[src/hdl/gse_pkg.sv]
// gse_pkg: shared types, constants and reset values of the SIS event stepper.
// No dependencies; every other file in hdl/ refers to it by scoped names.
package gse_pkg;

   localparam int COUNT_BITS     = 24;
   localparam int RANDOM_BITS    = 32;
   localparam int TIME_FRAC_BITS = 32;
   localparam int TIME_BITS      = 63;
   localparam int RATE_BITS      = 16;
   localparam int TIME_SHIFT     = TIME_FRAC_BITS - RATE_BITS;

   localparam int PROD_BITS      = 2 * COUNT_BITS;
   localparam int RPROD_BITS     = RATE_BITS + COUNT_BITS;
   localparam int TOTAL_BITS     = RPROD_BITS + 2;
   localparam int LOG_INT_BITS   = 6;
   localparam int ELOG_BITS      = LOG_INT_BITS + RANDOM_BITS;
   localparam int DVD_BITS       = ELOG_BITS + TIME_SHIFT;
   localparam int STEP_BITS      = 6;
   localparam int SHIFT_BITS     = 5;
   localparam int TOTAL_LO_BITS  = 21;
   localparam int TOTAL_HI_BITS  = TOTAL_BITS - TOTAL_LO_BITS;
   localparam int PPROD_BITS     = RANDOM_BITS + TOTAL_LO_BITS;
   localparam int CMP_BITS       = TOTAL_BITS + RANDOM_BITS;

   localparam logic [RANDOM_BITS-1:0] LN2_Q32  = 32'd2977044472;
   localparam logic [TIME_BITS-1:0]   TIME_MAX = {TIME_BITS{1'b1}};

   localparam int CSR_INDEX_BITS = 3;
   localparam int CSR_DATA_BITS  = 63;

   typedef enum logic [CSR_INDEX_BITS-1:0] {
      CSR_POPULATION       = 3'd0,
      CSR_INITIAL_INFECTED = 3'd1,
      CSR_INFECT_RATE      = 3'd2,
      CSR_RECOVER_RATE     = 3'd3,
      CSR_TIME_LIMIT       = 3'd4
   } csr_index_type;

   localparam logic [COUNT_BITS-1:0] RST_POPULATION       = 24'd5000000;
   localparam logic [COUNT_BITS-1:0] RST_INITIAL_INFECTED = 24'd50;
   localparam logic [RATE_BITS-1:0]  RST_INFECT_RATE      = 16'd13107;
   localparam logic [RATE_BITS-1:0]  RST_RECOVER_RATE     = 16'd9830;
   localparam logic [TIME_BITS-1:0]  RST_TIME_LIMIT       = 63'd3006477107200;

   typedef enum logic [1:0] {
      KIND_INFECT  = 2'd0,
      KIND_RECOVER = 2'd1,
      KIND_NONE    = 2'd2
   } kind_type;

   typedef enum logic [1:0] {
      DIV_SEL_PAIRS    = 2'd0,
      DIV_SEL_FRACTION = 2'd1,
      DIV_SEL_WAIT     = 2'd2
   } div_sel_type;

   typedef struct packed {
      logic [RANDOM_BITS-1:0] uniform_time;
      logic [RANDOM_BITS-1:0] uniform_pick;
   } req_type;

   typedef struct packed {
      logic [COUNT_BITS-1:0] infected_count;
      logic [COUNT_BITS-1:0] susceptible_count;
      logic [TIME_BITS-1:0]  sim_time;
      kind_type              event_kind;
      logic                  finished;
   } rsp_type;

   typedef struct packed {
      logic        capture;
      logic        div_start;
      div_sel_type div_sel;
      logic        rates_prod;
      logic        rates_sum;
      logic        mult;
      logic        cmp;
      logic        norm_step;
      logic        sqr_step;
      logic        ln_a;
      logic        ln_b;
      logic        update;
      logic        out_load;
   } cmd_type;

   typedef struct packed {
      logic run;
      logic total_zero;
      logic norm_done;
      logic div_busy;
   } status_type;

endpackage

[src/hdl/gse_ctrl.sv]
// gse_ctrl: one-hot sequencer for one event step and the result handshake.
// Depends on gse_pkg; drives gse_datapath via cmd_type, reads status_type.
module gse_ctrl (
   input  logic                clock,
   input  logic                reset,
   input  logic                req_valid,
   output logic                req_stall,
   output logic                rsp_valid,
   input  logic                rsp_stall,
   input  gse_pkg::status_type status,
   output gse_pkg::cmd_type    cmd
);

   typedef enum logic [17:0] {
      ST_IDLE       = 18'h00001,
      ST_SETUP      = 18'h00002,
      ST_DIV1       = 18'h00004,
      ST_R1A        = 18'h00008,
      ST_DIV2_START = 18'h00010,
      ST_DIV2       = 18'h00020,
      ST_R1B        = 18'h00040,
      ST_CHK        = 18'h00080,
      ST_MULT       = 18'h00100,
      ST_CMP        = 18'h00200,
      ST_NORM       = 18'h00400,
      ST_SQR        = 18'h00800,
      ST_LNA        = 18'h01000,
      ST_LNB        = 18'h02000,
      ST_DIV3_START = 18'h04000,
      ST_DIV3       = 18'h08000,
      ST_UPD        = 18'h10000,
      ST_FIN        = 18'h20000
   } state_type;

   state_type state_ff, state_in;
   logic [gse_pkg::SHIFT_BITS-1:0] rnd_ff, rnd_in;
   logic rsp_valid_ff, rsp_valid_in;
   logic out_free;

   assign out_free = !rsp_valid_ff || !rsp_stall;

   always_comb begin
      state_in    = state_ff;
      rnd_in      = rnd_ff;
      cmd         = '0;
      cmd.div_sel = gse_pkg::DIV_SEL_PAIRS;
      case (state_ff)
         ST_IDLE: begin
            if (req_valid) begin
               cmd.capture = 1'b1;
               state_in    = ST_SETUP;
            end
         end
         ST_SETUP: begin
            if (status.run) begin
               cmd.div_start = 1'b1;
               state_in      = ST_DIV1;
            end else begin
               state_in = ST_FIN;
            end
         end
         ST_DIV1: begin
            if (!status.div_busy) state_in = ST_R1A;
         end
         ST_R1A: begin
            cmd.rates_prod = 1'b1;
            state_in       = ST_DIV2_START;
         end
         ST_DIV2_START: begin
            cmd.div_start = 1'b1;
            cmd.div_sel   = gse_pkg::DIV_SEL_FRACTION;
            state_in      = ST_DIV2;
         end
         ST_DIV2: begin
            if (!status.div_busy) state_in = ST_R1B;
         end
         ST_R1B: begin
            cmd.rates_sum = 1'b1;
            state_in      = ST_CHK;
         end
         ST_CHK: begin
            state_in = status.total_zero ? ST_UPD : ST_MULT;
         end
         ST_MULT: begin
            cmd.mult = 1'b1;
            state_in = ST_CMP;
         end
         ST_CMP: begin
            cmd.cmp  = 1'b1;
            state_in = ST_NORM;
         end
         ST_NORM: begin
            if (status.norm_done) begin
               state_in = ST_SQR;
            end else begin
               cmd.norm_step = 1'b1;
            end
         end
         ST_SQR: begin
            cmd.sqr_step = 1'b1;
            rnd_in       = rnd_ff + 1'b1;
            if (rnd_ff == {gse_pkg::SHIFT_BITS{1'b1}}) state_in = ST_LNA;
         end
         ST_LNA: begin
            cmd.ln_a = 1'b1;
            state_in = ST_LNB;
         end
         ST_LNB: begin
            cmd.ln_b = 1'b1;
            state_in = ST_DIV3_START;
         end
         ST_DIV3_START: begin
            cmd.div_start = 1'b1;
            cmd.div_sel   = gse_pkg::DIV_SEL_WAIT;
            state_in      = ST_DIV3;
         end
         ST_DIV3: begin
            if (!status.div_busy) state_in = ST_UPD;
         end
         ST_UPD: begin
            cmd.update = 1'b1;
            state_in   = ST_FIN;
         end
         ST_FIN: begin
            if (out_free) begin
               cmd.out_load = 1'b1;
               state_in     = ST_IDLE;
            end
         end
         default: begin
            state_in = ST_IDLE;
         end
      endcase
      rsp_valid_in = cmd.out_load ? 1'b1 : (rsp_valid_ff && rsp_stall);
   end

   always_ff @(posedge clock) begin
      if (reset) begin
         state_ff     <= ST_IDLE;
         rnd_ff       <= '0;
         rsp_valid_ff <= 1'b0;
      end else begin
         state_ff     <= state_in;
         rnd_ff       <= rnd_in;
         rsp_valid_ff <= rsp_valid_in;
      end
   end

   assign req_stall = state_ff != ST_IDLE;
   assign rsp_valid = rsp_valid_ff;

endmodule

[config.mk]
export PLATFORM = sky130hd
export DESIGN_NAME = gse_ctrl
export DESIGN_NICKNAME = d
export VERILOG_FILES = /design/src/hdl/gse_pkg.sv /design/src/hdl/gse_ctrl.sv
export SDC_FILE = /design/constraint.sdc
export NUM_CORES = 1
export LEC_CHECK = 0
export ABC_AREA = 1
export BUFFER_PORTS_ARGS = -buffer_cell sky130_fd_sc_hd__buf_2
export CAP_MARGIN = 20
export CORE_ASPECT_RATIO = 1.2
export CORE_MARGIN = 2
export CORE_UTILIZATION = 60
export DETAILED_ROUTE_END_ITERATION = 10
export GPL_TIMING_DRIVEN = 0
export HOLD_SLACK_MARGIN = 0.03
export PLACE_DENSITY_LB_ADDON = 0.3
export SKIP_CTS_REPAIR_TIMING = 1
export SKIP_LAST_GASP = 1
export SLEW_MARGIN = 20
export SYNTH_ARGS = -nofsm -noshare
export SYNTH_HDL_FRONTEND = slang
export SYNTH_SLANG_ARGS = --single-unit
[constraint.sdc]
create_clock -name clock -period 2.5 [get_ports clock]
set_input_delay 0.5 -clock clock [delete_from_list [all_inputs] [get_ports clock]]
set_output_delay 0.5 -clock clock [all_outputs]
set_load 0.02 [all_outputs]
Word level (Yosys, flattened, before mapping). Index checks and enable logic that the tools add are counted.

Add/sub/neg operators: 1. Equality and inequality tests: 27. Mux-type cells: 28. Reductions and logical operators: 6.

Operator list (number): $pmux 18 s18 (1); $mux 18 (8); $eq 18x1->1 const B (1); $eq 18x10->1 const B (1); $eq 18x11->1 const B (1); $eq 18x12->1 const B (1); $eq 18x13->1 const B (1); $eq 18x14->1 const B (1); $eq 18x15->1 const B (1); $eq 18x16->1 const B (1); $eq 18x17->1 const B (1); $eq 18x18->1 const B (1); $eq 18x2->1 const B (1); $eq 18x3->1 const B (1); $eq 18x4->1 const B (1); $eq 18x5->1 const B (1); $eq 18x6->1 const B (1); $eq 18x7->1 const B (1); $eq 18x8->1 const B (1); $eq 18x9->1 const B (1); $ne 18x1->1 const B (1); $mux 17 (1); $mux 1 (16); $ne 2x2->1 const B (7); 9 further kinds (10).

Flip-flop bits (word level): 24. Bits of input ports: 8. Output and inout port bits: 16. Logic and storage cells: 65.

Depth between registers and ports, before layout. Gate-level depths: netlist of the first run.

Word-level depth: 5. Gate-level depth with buffers: 13.

Least setup slack after synthesis of the first run. OpenSTA, ideal clock, no wires.

Kind: register to output. Start point: register state_ff[12]. End point: output cmd[13] (netlist bit). Arrival time: 1.479 ns. Data required time: 2.000 ns. Setup slack: 0.521 ns. Cell stages (with the launch flop): 8. Path through: dfxtp_1 -> nor2_2 -> nand2_4 -> nor2_4 -> nand2_1 -> nor2_1 -> inv_1 -> nor2_1.

RTL lines: start, declared (RTL line gse_ctrl.sv:35) `state_type state_ff, state_in;`; start signal, assigned (RTL line gse_ctrl.sv:143) `state_ff <= state_in;`; end, declared (RTL line gse_ctrl.sv:11) `output gse_pkg::cmd_type cmd`.

==> results of run 1 <==
cell type report:
type	count	area, sq um	area share (%)
multi-input cells	160	948	50.5
flip-flops and latches	24	482	25.7
inverters	53	203	10.8
repair buffers	25	130	6.93
well taps	33	41.3	2.20
clock buffers	4	36.3	1.93
plain buffers	3	36.3	1.93
logic make-up (layout without fill, tap and decap cells):
| family | after synthesis | count (layout) | share of synthesized area (%) |
|---|---|---|---|
| and+or+nand+nor | 143 | 143 | 49.3 |
| AOI/OAI and AO/OA | 15 | 15 | 5.06 |
| adders and majority gates | 2 | 2 | 1.53 |
| DFF | 24 | 24 | 29.4 |
| buffers and inverters | 56 | 85 | 14.6 |
worst register-to-register path, cell delays in order (launching register included):
cell and delay [ns]:
sky130_fd_sc_hd__dfxtp_1 0.41, sky130_fd_sc_hd__ha_1 0.18, sky130_fd_sc_hd__inv_1 0.05, sky130_fd_sc_hd__nor3_1 0.14
sky130_fd_sc_hd__ha_1 0.17, sky130_fd_sc_hd__inv_1 0.03, sky130_fd_sc_hd__nand4_1 0.11, sky130_fd_sc_hd__nand2_2 0.08
sky130_fd_sc_hd__nor2_4 0.21, sky130_fd_sc_hd__nand2_4 0.12, sky130_fd_sc_hd__inv_4 0.08, sky130_fd_sc_hd__buf_12 0.14
sky130_fd_sc_hd__nand3_2 0.07, sky130_fd_sc_hd__inv_2 0.06
registers in the layout, summed over array words and instances, names as in the netlist:
signal     cells
rsp_valid      1
rnd_ff         5
state_ff      18
metal layers:
metal	vias to the layer above	global-route usage [%]	share of wire, %
met1	685	28.5	42
met4	0	11.3	2.6
met5	-	0	0
met2	36	45.6	52
met3	9	2.91	3.1
li1	803	-	-
power by group:
part	internal, W	switching, W	leakage (nW)
sequential	0.000456	0.0000813	0.195
combinational	0.000559	0.00102	0.847
clock	0.0000895	0.000128	0.0210
through the flow:
stage / instances / setup TNS, ns / hold WS [ns] / utilization, %
finish: 302 / 0 / 0.364 / 73.5
global route: 302 / -0.0371 / 0.347 / 73.5
CTS: 300 / -0.0264 / 0.343 / 71.5
detailed placement: 296 / 0 / 0.480 / 70.1
global placement: 296 / 0 / 0.477 / 70.1
floorplan: 240 / 0 / 0.484 / -
synth_stat cells (4+ instances only):
| cell | n |
|---|---|
| sky130_fd_sc_hd__nor2_1 | 44 |
| sky130_fd_sc_hd__inv_1 | 40 |
| sky130_fd_sc_hd__nand2_1 | 30 |
| sky130_fd_sc_hd__dfxtp_1 | 24 |
| sky130_fd_sc_hd__nand3_1 | 21 |
| sky130_fd_sc_hd__inv_2 | 10 |
| sky130_fd_sc_hd__nand3_2 | 10 |
| sky130_fd_sc_hd__a21oi_1 | 9 |
| sky130_fd_sc_hd__nor2_4 | 6 |
| sky130_fd_sc_hd__nand2_2 | 5 |
| sky130_fd_sc_hd__nand4_1 | 5 |
| sky130_fd_sc_hd__nor2_2 | 5 |
| sky130_fd_sc_hd__nor3_1 | 5 |
| sky130_fd_sc_hd__nand2_4 | 4 |
path summary, 6_finish.rpt:
check | from | to | slack [ns]
worst max-delay path | state_ff[0]$_SDFFE_PP1P_ | cmd[3] | 0.09
worst min register to register | rsp_valid$_SDFF_PP0_ | rsp_valid$_SDFF_PP0_ | 0.49
worst max register to register | rnd_ff[0]$_SDFFE_PP0P_ | state_ff[3]$_SDFFE_PP0P_ | 0.61
worst min-delay path | status[2] | state_ff[8]$_SDFFE_PP0P_ | 0.36
==> results, run 1 <==
- Counting every sink on the clock net gives 24.
- The max-cap violation count is 0.
- The clock tree from TritonCTS is built.
- The die outline area is 3160 sq um.
- The arrival time reported for the critical path endpoint is 1.91 ns.
- The cell family contributing the most delay on the critical path is simple AND/OR/NAND/NOR gates.
- The total wirelength of the detailed-routed design is 3530 um.
- The average detailed-routed wire length per instance is 11.7 um.
- The finished layout cell area is 1880 sq um.
- Yosys mapped a number of flops with a built-in enable equal to 0.
- Of the post-synthesis cell area, the dominant cell type holds 29.4%.
- Summed over all instances, the cell type with the most area after synthesis is sky130_fd_sc_hd__dfxtp_1.
- The number of global-route vias before repair was 1409.
- Synthesis instantiated 31 different standard cells from the library.
- After legalization and detailed placement, the total HPWL measured 2710 um.
- STA classifies the critical path endpoint as an output port.
- Before antenna repair, the detailed router went through 4 iterations.
- The combined global-route utilization of all metal layers is 24.6%.
- The leading cell type in the layout, fill and taps excluded is sky130_fd_sc_hd__nor2_1.
- The ratio of final minimum period to clock period is 96.4%.
- The clock buffer count from CTS is 3.
- The initial DRC count is 40.
- CTS built an H-tree with a depth of 1.
- Counting flops and latches in the post-synthesis netlist gives 24.
- The analysis attributes to cell leakage a power of 1.06 nW.
- The share of synthesized registers carrying an async set or reset is 0%.
- The signal on the critical path passes through nor2_2 -> nand2_1 -> nor2_4 -> buf_6 -> inv_1 -> nor4_4 -> buf_2.
- For the pin with the worst max-slew slack, the measured transition is 0.323 ns.
- The die height is 61.1 um.
- The congestion estimate from routability-driven global placement came to 0.956.
- The maximum root-to-sink buffer count is 2.
- The biggest cell delay along the critical path is 0.35 ns.
- The total number of nets in the final design is 280.
- Synthesis produced 240 cells.
- The maximum vdd drop is 0.000832 V.
- After floorplanning, the core was divided into 20 placement rows.
- The later pin in the worst-skew pair is clocked with a latency of 0.34 ns.
- Leaving out fill and tap cells, the most frequent cells in the layout are sky130_fd_sc_hd__nor2_1 (43), sky130_fd_sc_hd__inv_1 (40), sky130_fd_sc_hd__nand2_1 (30).
- Setup violations remaining at the end of the flow were counted as 0.
- Measured against its own limit, the worst slew margin works out to 78.4%.
- The total buffers and inverters traversed by the critical path is 3.
- The class of the most critical hold timing path is input pin to register.
- The count of final hold-check violations was 0.
- Setup repair after global routing could not meet its margin everywhere.
- For this run, design rule violations remaining after detail routing come to 0.
- The total number of yosys warnings is 0.
- The area of the mapped netlist is 1630 sq um.
- The synthesis-to-layout area growth is 14.9%.
- The first global-routing pass estimated 5870 um of wire.
- After detailed routing, the number of vias per cell comes to 5.08.
- The largest net degree at the start of global routing is 14.
- The slowest stage of the critical path is the sky130_fd_sc_hd__dfxtp_1 cell.
- The total number of vias is 1533.
- Cells with a size suffix above 1 make up 30.5% of the layout.
- The cell at the root of the clock tree is sky130_fd_sc_hd__clkbuf_4.
- The main flop type after synthesis is sky130_fd_sc_hd__dfxtp_1.
- The flow ran to the end, and the final reports show no timing, DRC or antenna violations.
- For the final database, setup skew stands at 0.00267 ns.
- The horizontal die dimension is 51.6 um.
- Of all nets on the critical path, the largest fanout is 10.
- The remaining antenna violation count is 0.
- The maximum clock rate is 0.415 GHz.
- Timing analysis after detailed placement gives a worst setup slack of 0.354 ns.
- The smallest clock period supported by the final layout is computed as 2.41 ns.
- Once placement finished, the instance area stood at 1790 sq um.
- The initial cell density of the core is 64.0%.
- The total nets after synthesis is 250.
- The total I/O pin count is 24.
- For this run, the register share of the synthesized area comes to 29.4%.
- The number of stages on the worst setup path is 7.
- The data required time of the worst path is 2.00 ns.
- The startpoint class of the critical path is a register.
- The antenna diode count is 0.
- The total congestion overflow is 0.
- By area the synthesized netlist is led by sky130_fd_sc_hd__dfxtp_1 (29%), sky130_fd_sc_hd__nor2_1 (10%), sky130_fd_sc_hd__inv_1 (9.2%).
- The clock slew at the register clock pins of the worst setup and hold paths is 0.13 ns.
- In the post-route analysis, the smallest setup slack over all paths is 0.0906 ns.
- The power density over the cells is 1240 nW/um^2.
- The type of the worst setup path is register to output port.
- The number of cells traversed by the worst hold path is 2.
- The number of port buffers is 23.
- The number of antenna violations at the first check in global routing was 0.
- For the worst flop-to-flop path, the logic depth is 13.
- The per-instance average area after synthesis is 6.80 sq um.
- The total count of max-transition violations in the final report was 0.
- The total core area is 2550 sq um.
- Summing internal, switching and leakage power gives 0.00233 W.
- The layout has 242 filler cells.
Note: power is estimated with default switching activity, not from simulation.
==> inputs of run 2 (changes only) <==
==> constraint.sdc (replaced) <==
create_clock -name clock -period 2.5 [get_ports clock]
set_input_delay 0.5 -clock clock [delete_from_list [all_inputs] [get_ports clock]]
set_output_delay 0.5 -clock clock [all_outputs]
set_load 0.01 [all_outputs]
==> results, run 2 (same netlist as run 1, synthesis figures left out) <==
- The transition at the pin with the smallest max-transition slack is 0.309 ns.
- state_ff holds more flip-flops than any other register.
- Timing would allow up to 0.419 GHz.
- The clock tree from TritonCTS is built.
- Setup violations remaining at the end of the flow were counted as 0.
- Among the stages of the critical path, the cell type that occurs most often is sky130_fd_sc_hd__nor2_4.
- The die height is 61.1 um.
- The timing startpoint of the critical path is state_ff[2]$_SDFFE_PP0P_.
- The average detailed-routed wire length per instance is 11.4 um.
- The clock arrives with 0.00371 ns of skew.
- The endpoint of the worst-slack reg-to-reg timing path is state_ff[3]$_SDFFE_PP0P_.
- Data on the critical path arrives at its endpoint at 1.88 ns.
- The met2 track demand over resource is 45.6%.
- The total number of vias is 1508.
- After detailed routing, the number of vias per cell comes to 5.03.
- The worst reg2reg path depth is 13.
- Cells with a size suffix above 1 make up 29.6% of the layout.
- The total core area is 2550 sq um.
- The number of antenna violations at the first check in global routing is 0.
- The summed negative setup slack over all endpoints is 0 ns.
- The critical path in this run is classified as register to output port.
- In this run the number of H-tree levels came out at 1.
- The initial DRC count is 44.
- Setup repair after global routing left no endpoint under its margin.
- The die outline area is 3160 sq um.
- The signal on the critical path passes through nor2_4 -> nand2_1 -> nor2_4 -> buf_6 -> inv_1 -> nor4_2 -> buf_2.
- The placement-stage worst setup slack is 0.388 ns.
- Headroom to the max-slew limit came out at 79.3%.
- Data on the critical path is required at its endpoint by 2.00 ns.
- The initial cell density of the core is 64.0%.
- The remaining antenna violation count is 0.
- The antenna diode count is 0.
- The flow ran to the end, and the final reports show no timing, DRC or antenna violations.
- The number of global-route vias before repair is 1409.
- The critical hold path startpoint is status[2].
- After the last flow step, the layout net total stands at 278.
- The count of final hold-check violations was 0.
- The worst setup path is launched from a register.
- The global routing's busiest layer is met2.
- The synthesis-to-layout area growth is 13.4%.
- The total number of placement rows is 20.
- Power spread over the standard cell area amounts to 1190 nW/um^2.
- For met1 alone, demand over resource in global routing was 28.5%.
- The HPWL after detailed placement is 2710 um.
- The clock sink count is 24.
- During placement, the flow inserted port buffers numbering 23.
- Entering global routing, the biggest net connects 14 pins.
- The library cells used most frequently in the layout, excluding fill and tap cells, are sky130_fd_sc_hd__nor2_1 (43), sky130_fd_sc_hd__inv_1 (40), sky130_fd_sc_hd__nand2_1 (30).
- Summed over all cells, the static leakage comes to 1.05 nW.
- The total count of max-transition violations in the final report is 0.
- Across the run, the number of max-cap violations was 0.
- The congestion estimate from routability-driven global placement came to 0.956.
- The number of cells traversed by the worst hold path is 2.
- The kind of end point of the critical path is an output port.
- On the worst path, the slowest cell contributes a delay of 0.39 ns.
- The total I/O pin count is 24.
- In the global route stage, overall resource usage came out at 24.6%.
- The clock period minus final worst setup slack is 2.38 ns.
- The worst hold path terminates at state_ff[8]$_SDFFE_PP0P_.
- IR analysis of the VDD net gives a maximum drop of 0.000840 V.
- The biggest fanout along the worst timing path is 10.
- The first global-routing pass estimated 5870 um of wire.
- The path class of the tightest hold or removal check is input pin to register.
- The largest individual stage delay along the critical path comes from the cell sky130_fd_sc_hd__dfxtp_1.
- The clock passes through at most 2 buffers.
- The number of DRC violations after detailed routing is 0.
- The first detailed-routing pass ran for 4 iterations.
- The clock buffer count from CTS is 3.
- Measured along the x axis, the die boundary spans 51.6 um.
- The clock latency on the worst-skew pair is 0.34 ns.
- The met3 track demand over resource is 2.91%.
- For this run the aggregate overflow at the end of global routing stands at 0.
- The post-route worst setup slack is 0.115 ns.
- The leading cell type in the layout, fill and taps excluded is sky130_fd_sc_hd__nor2_1.
- Clock-pin slew was measured on the worst setup and hold paths at 0.13 ns.
- The setup slack of the worst register-to-register path is 0.61 ns.
- The root buffer cell chosen for the clock tree is sky130_fd_sc_hd__clkbuf_4.
- The ratio of final minimum period to clock period is 95.4%.
- The register with the most flip-flops in the layout has 18 of them.
- The start of the worst register-to-register path is rnd_ff[0]$_SDFFE_PP0P_.
- The final layout contains routed wiring with a total length of 3410 um.
run 2: layer usage:
layer / up-vias / share of wire, %
met5: - / 0
met4: 0 / 2.4
met3: 7 / 2.1
met2: 23 / 51
met1: 681 / 44
li1: 797 / -
run 2: critical path: cells and delay by family, from the launching register on:
kind / cells / cell delay (ns)
buf+inv: 3 / 0.45
simple gates: 4 / 0.70
flops: 1 / 0.39
run 2: how the worst max path moves through the flow:
stage	cells after the start	to
finish	7	cmd[2]
global placement	7	cmd[3]
global route	9	cmd[12]
floorplan	7	cmd[13]
detailed placement	7	cmd[3]
CTS	7	cmd[3]
run 2: power breakdown:
part	switching (W)	internal (W)	total, W	leakage [nW]
registers	0.0000809	0.000454	0.000535	0.194
logic	0.000952	0.000510	0.00146	0.838
clock network	0.000126	0.0000895	0.000215	0.0210
run 2: metrics by stage:
step / cells / hold WS [ns] / util (%) / cell area [sq um] / total power [W]
after floorplan: 240 / 0.482 / - / 1630 / 0.00170
after global placement: 296 / 0.477 / 70.1 / 1790 / 0.00194
after detailed placement: 296 / 0.480 / 70.1 / 1790 / 0.00197
after CTS: 300 / 0.343 / 71.5 / 1830 / 0.00218
after global routing: 300 / 0.346 / 72.5 / 1850 / 0.00241
final: 300 / 0.345 / 72.5 / 1850 / 0.00221
run 2: layout make-up:
type | count | area (sq um)
clock buffers | 4 | 36.3
flip-flops and latches | 24 | 480
well taps | 33 | 41.3
plain buffers | 3 | 36.3
repair buffers | 23 | 115
fillers | 246 | 701
multi-input cells | 160 | 940
inverters | 53 | 203
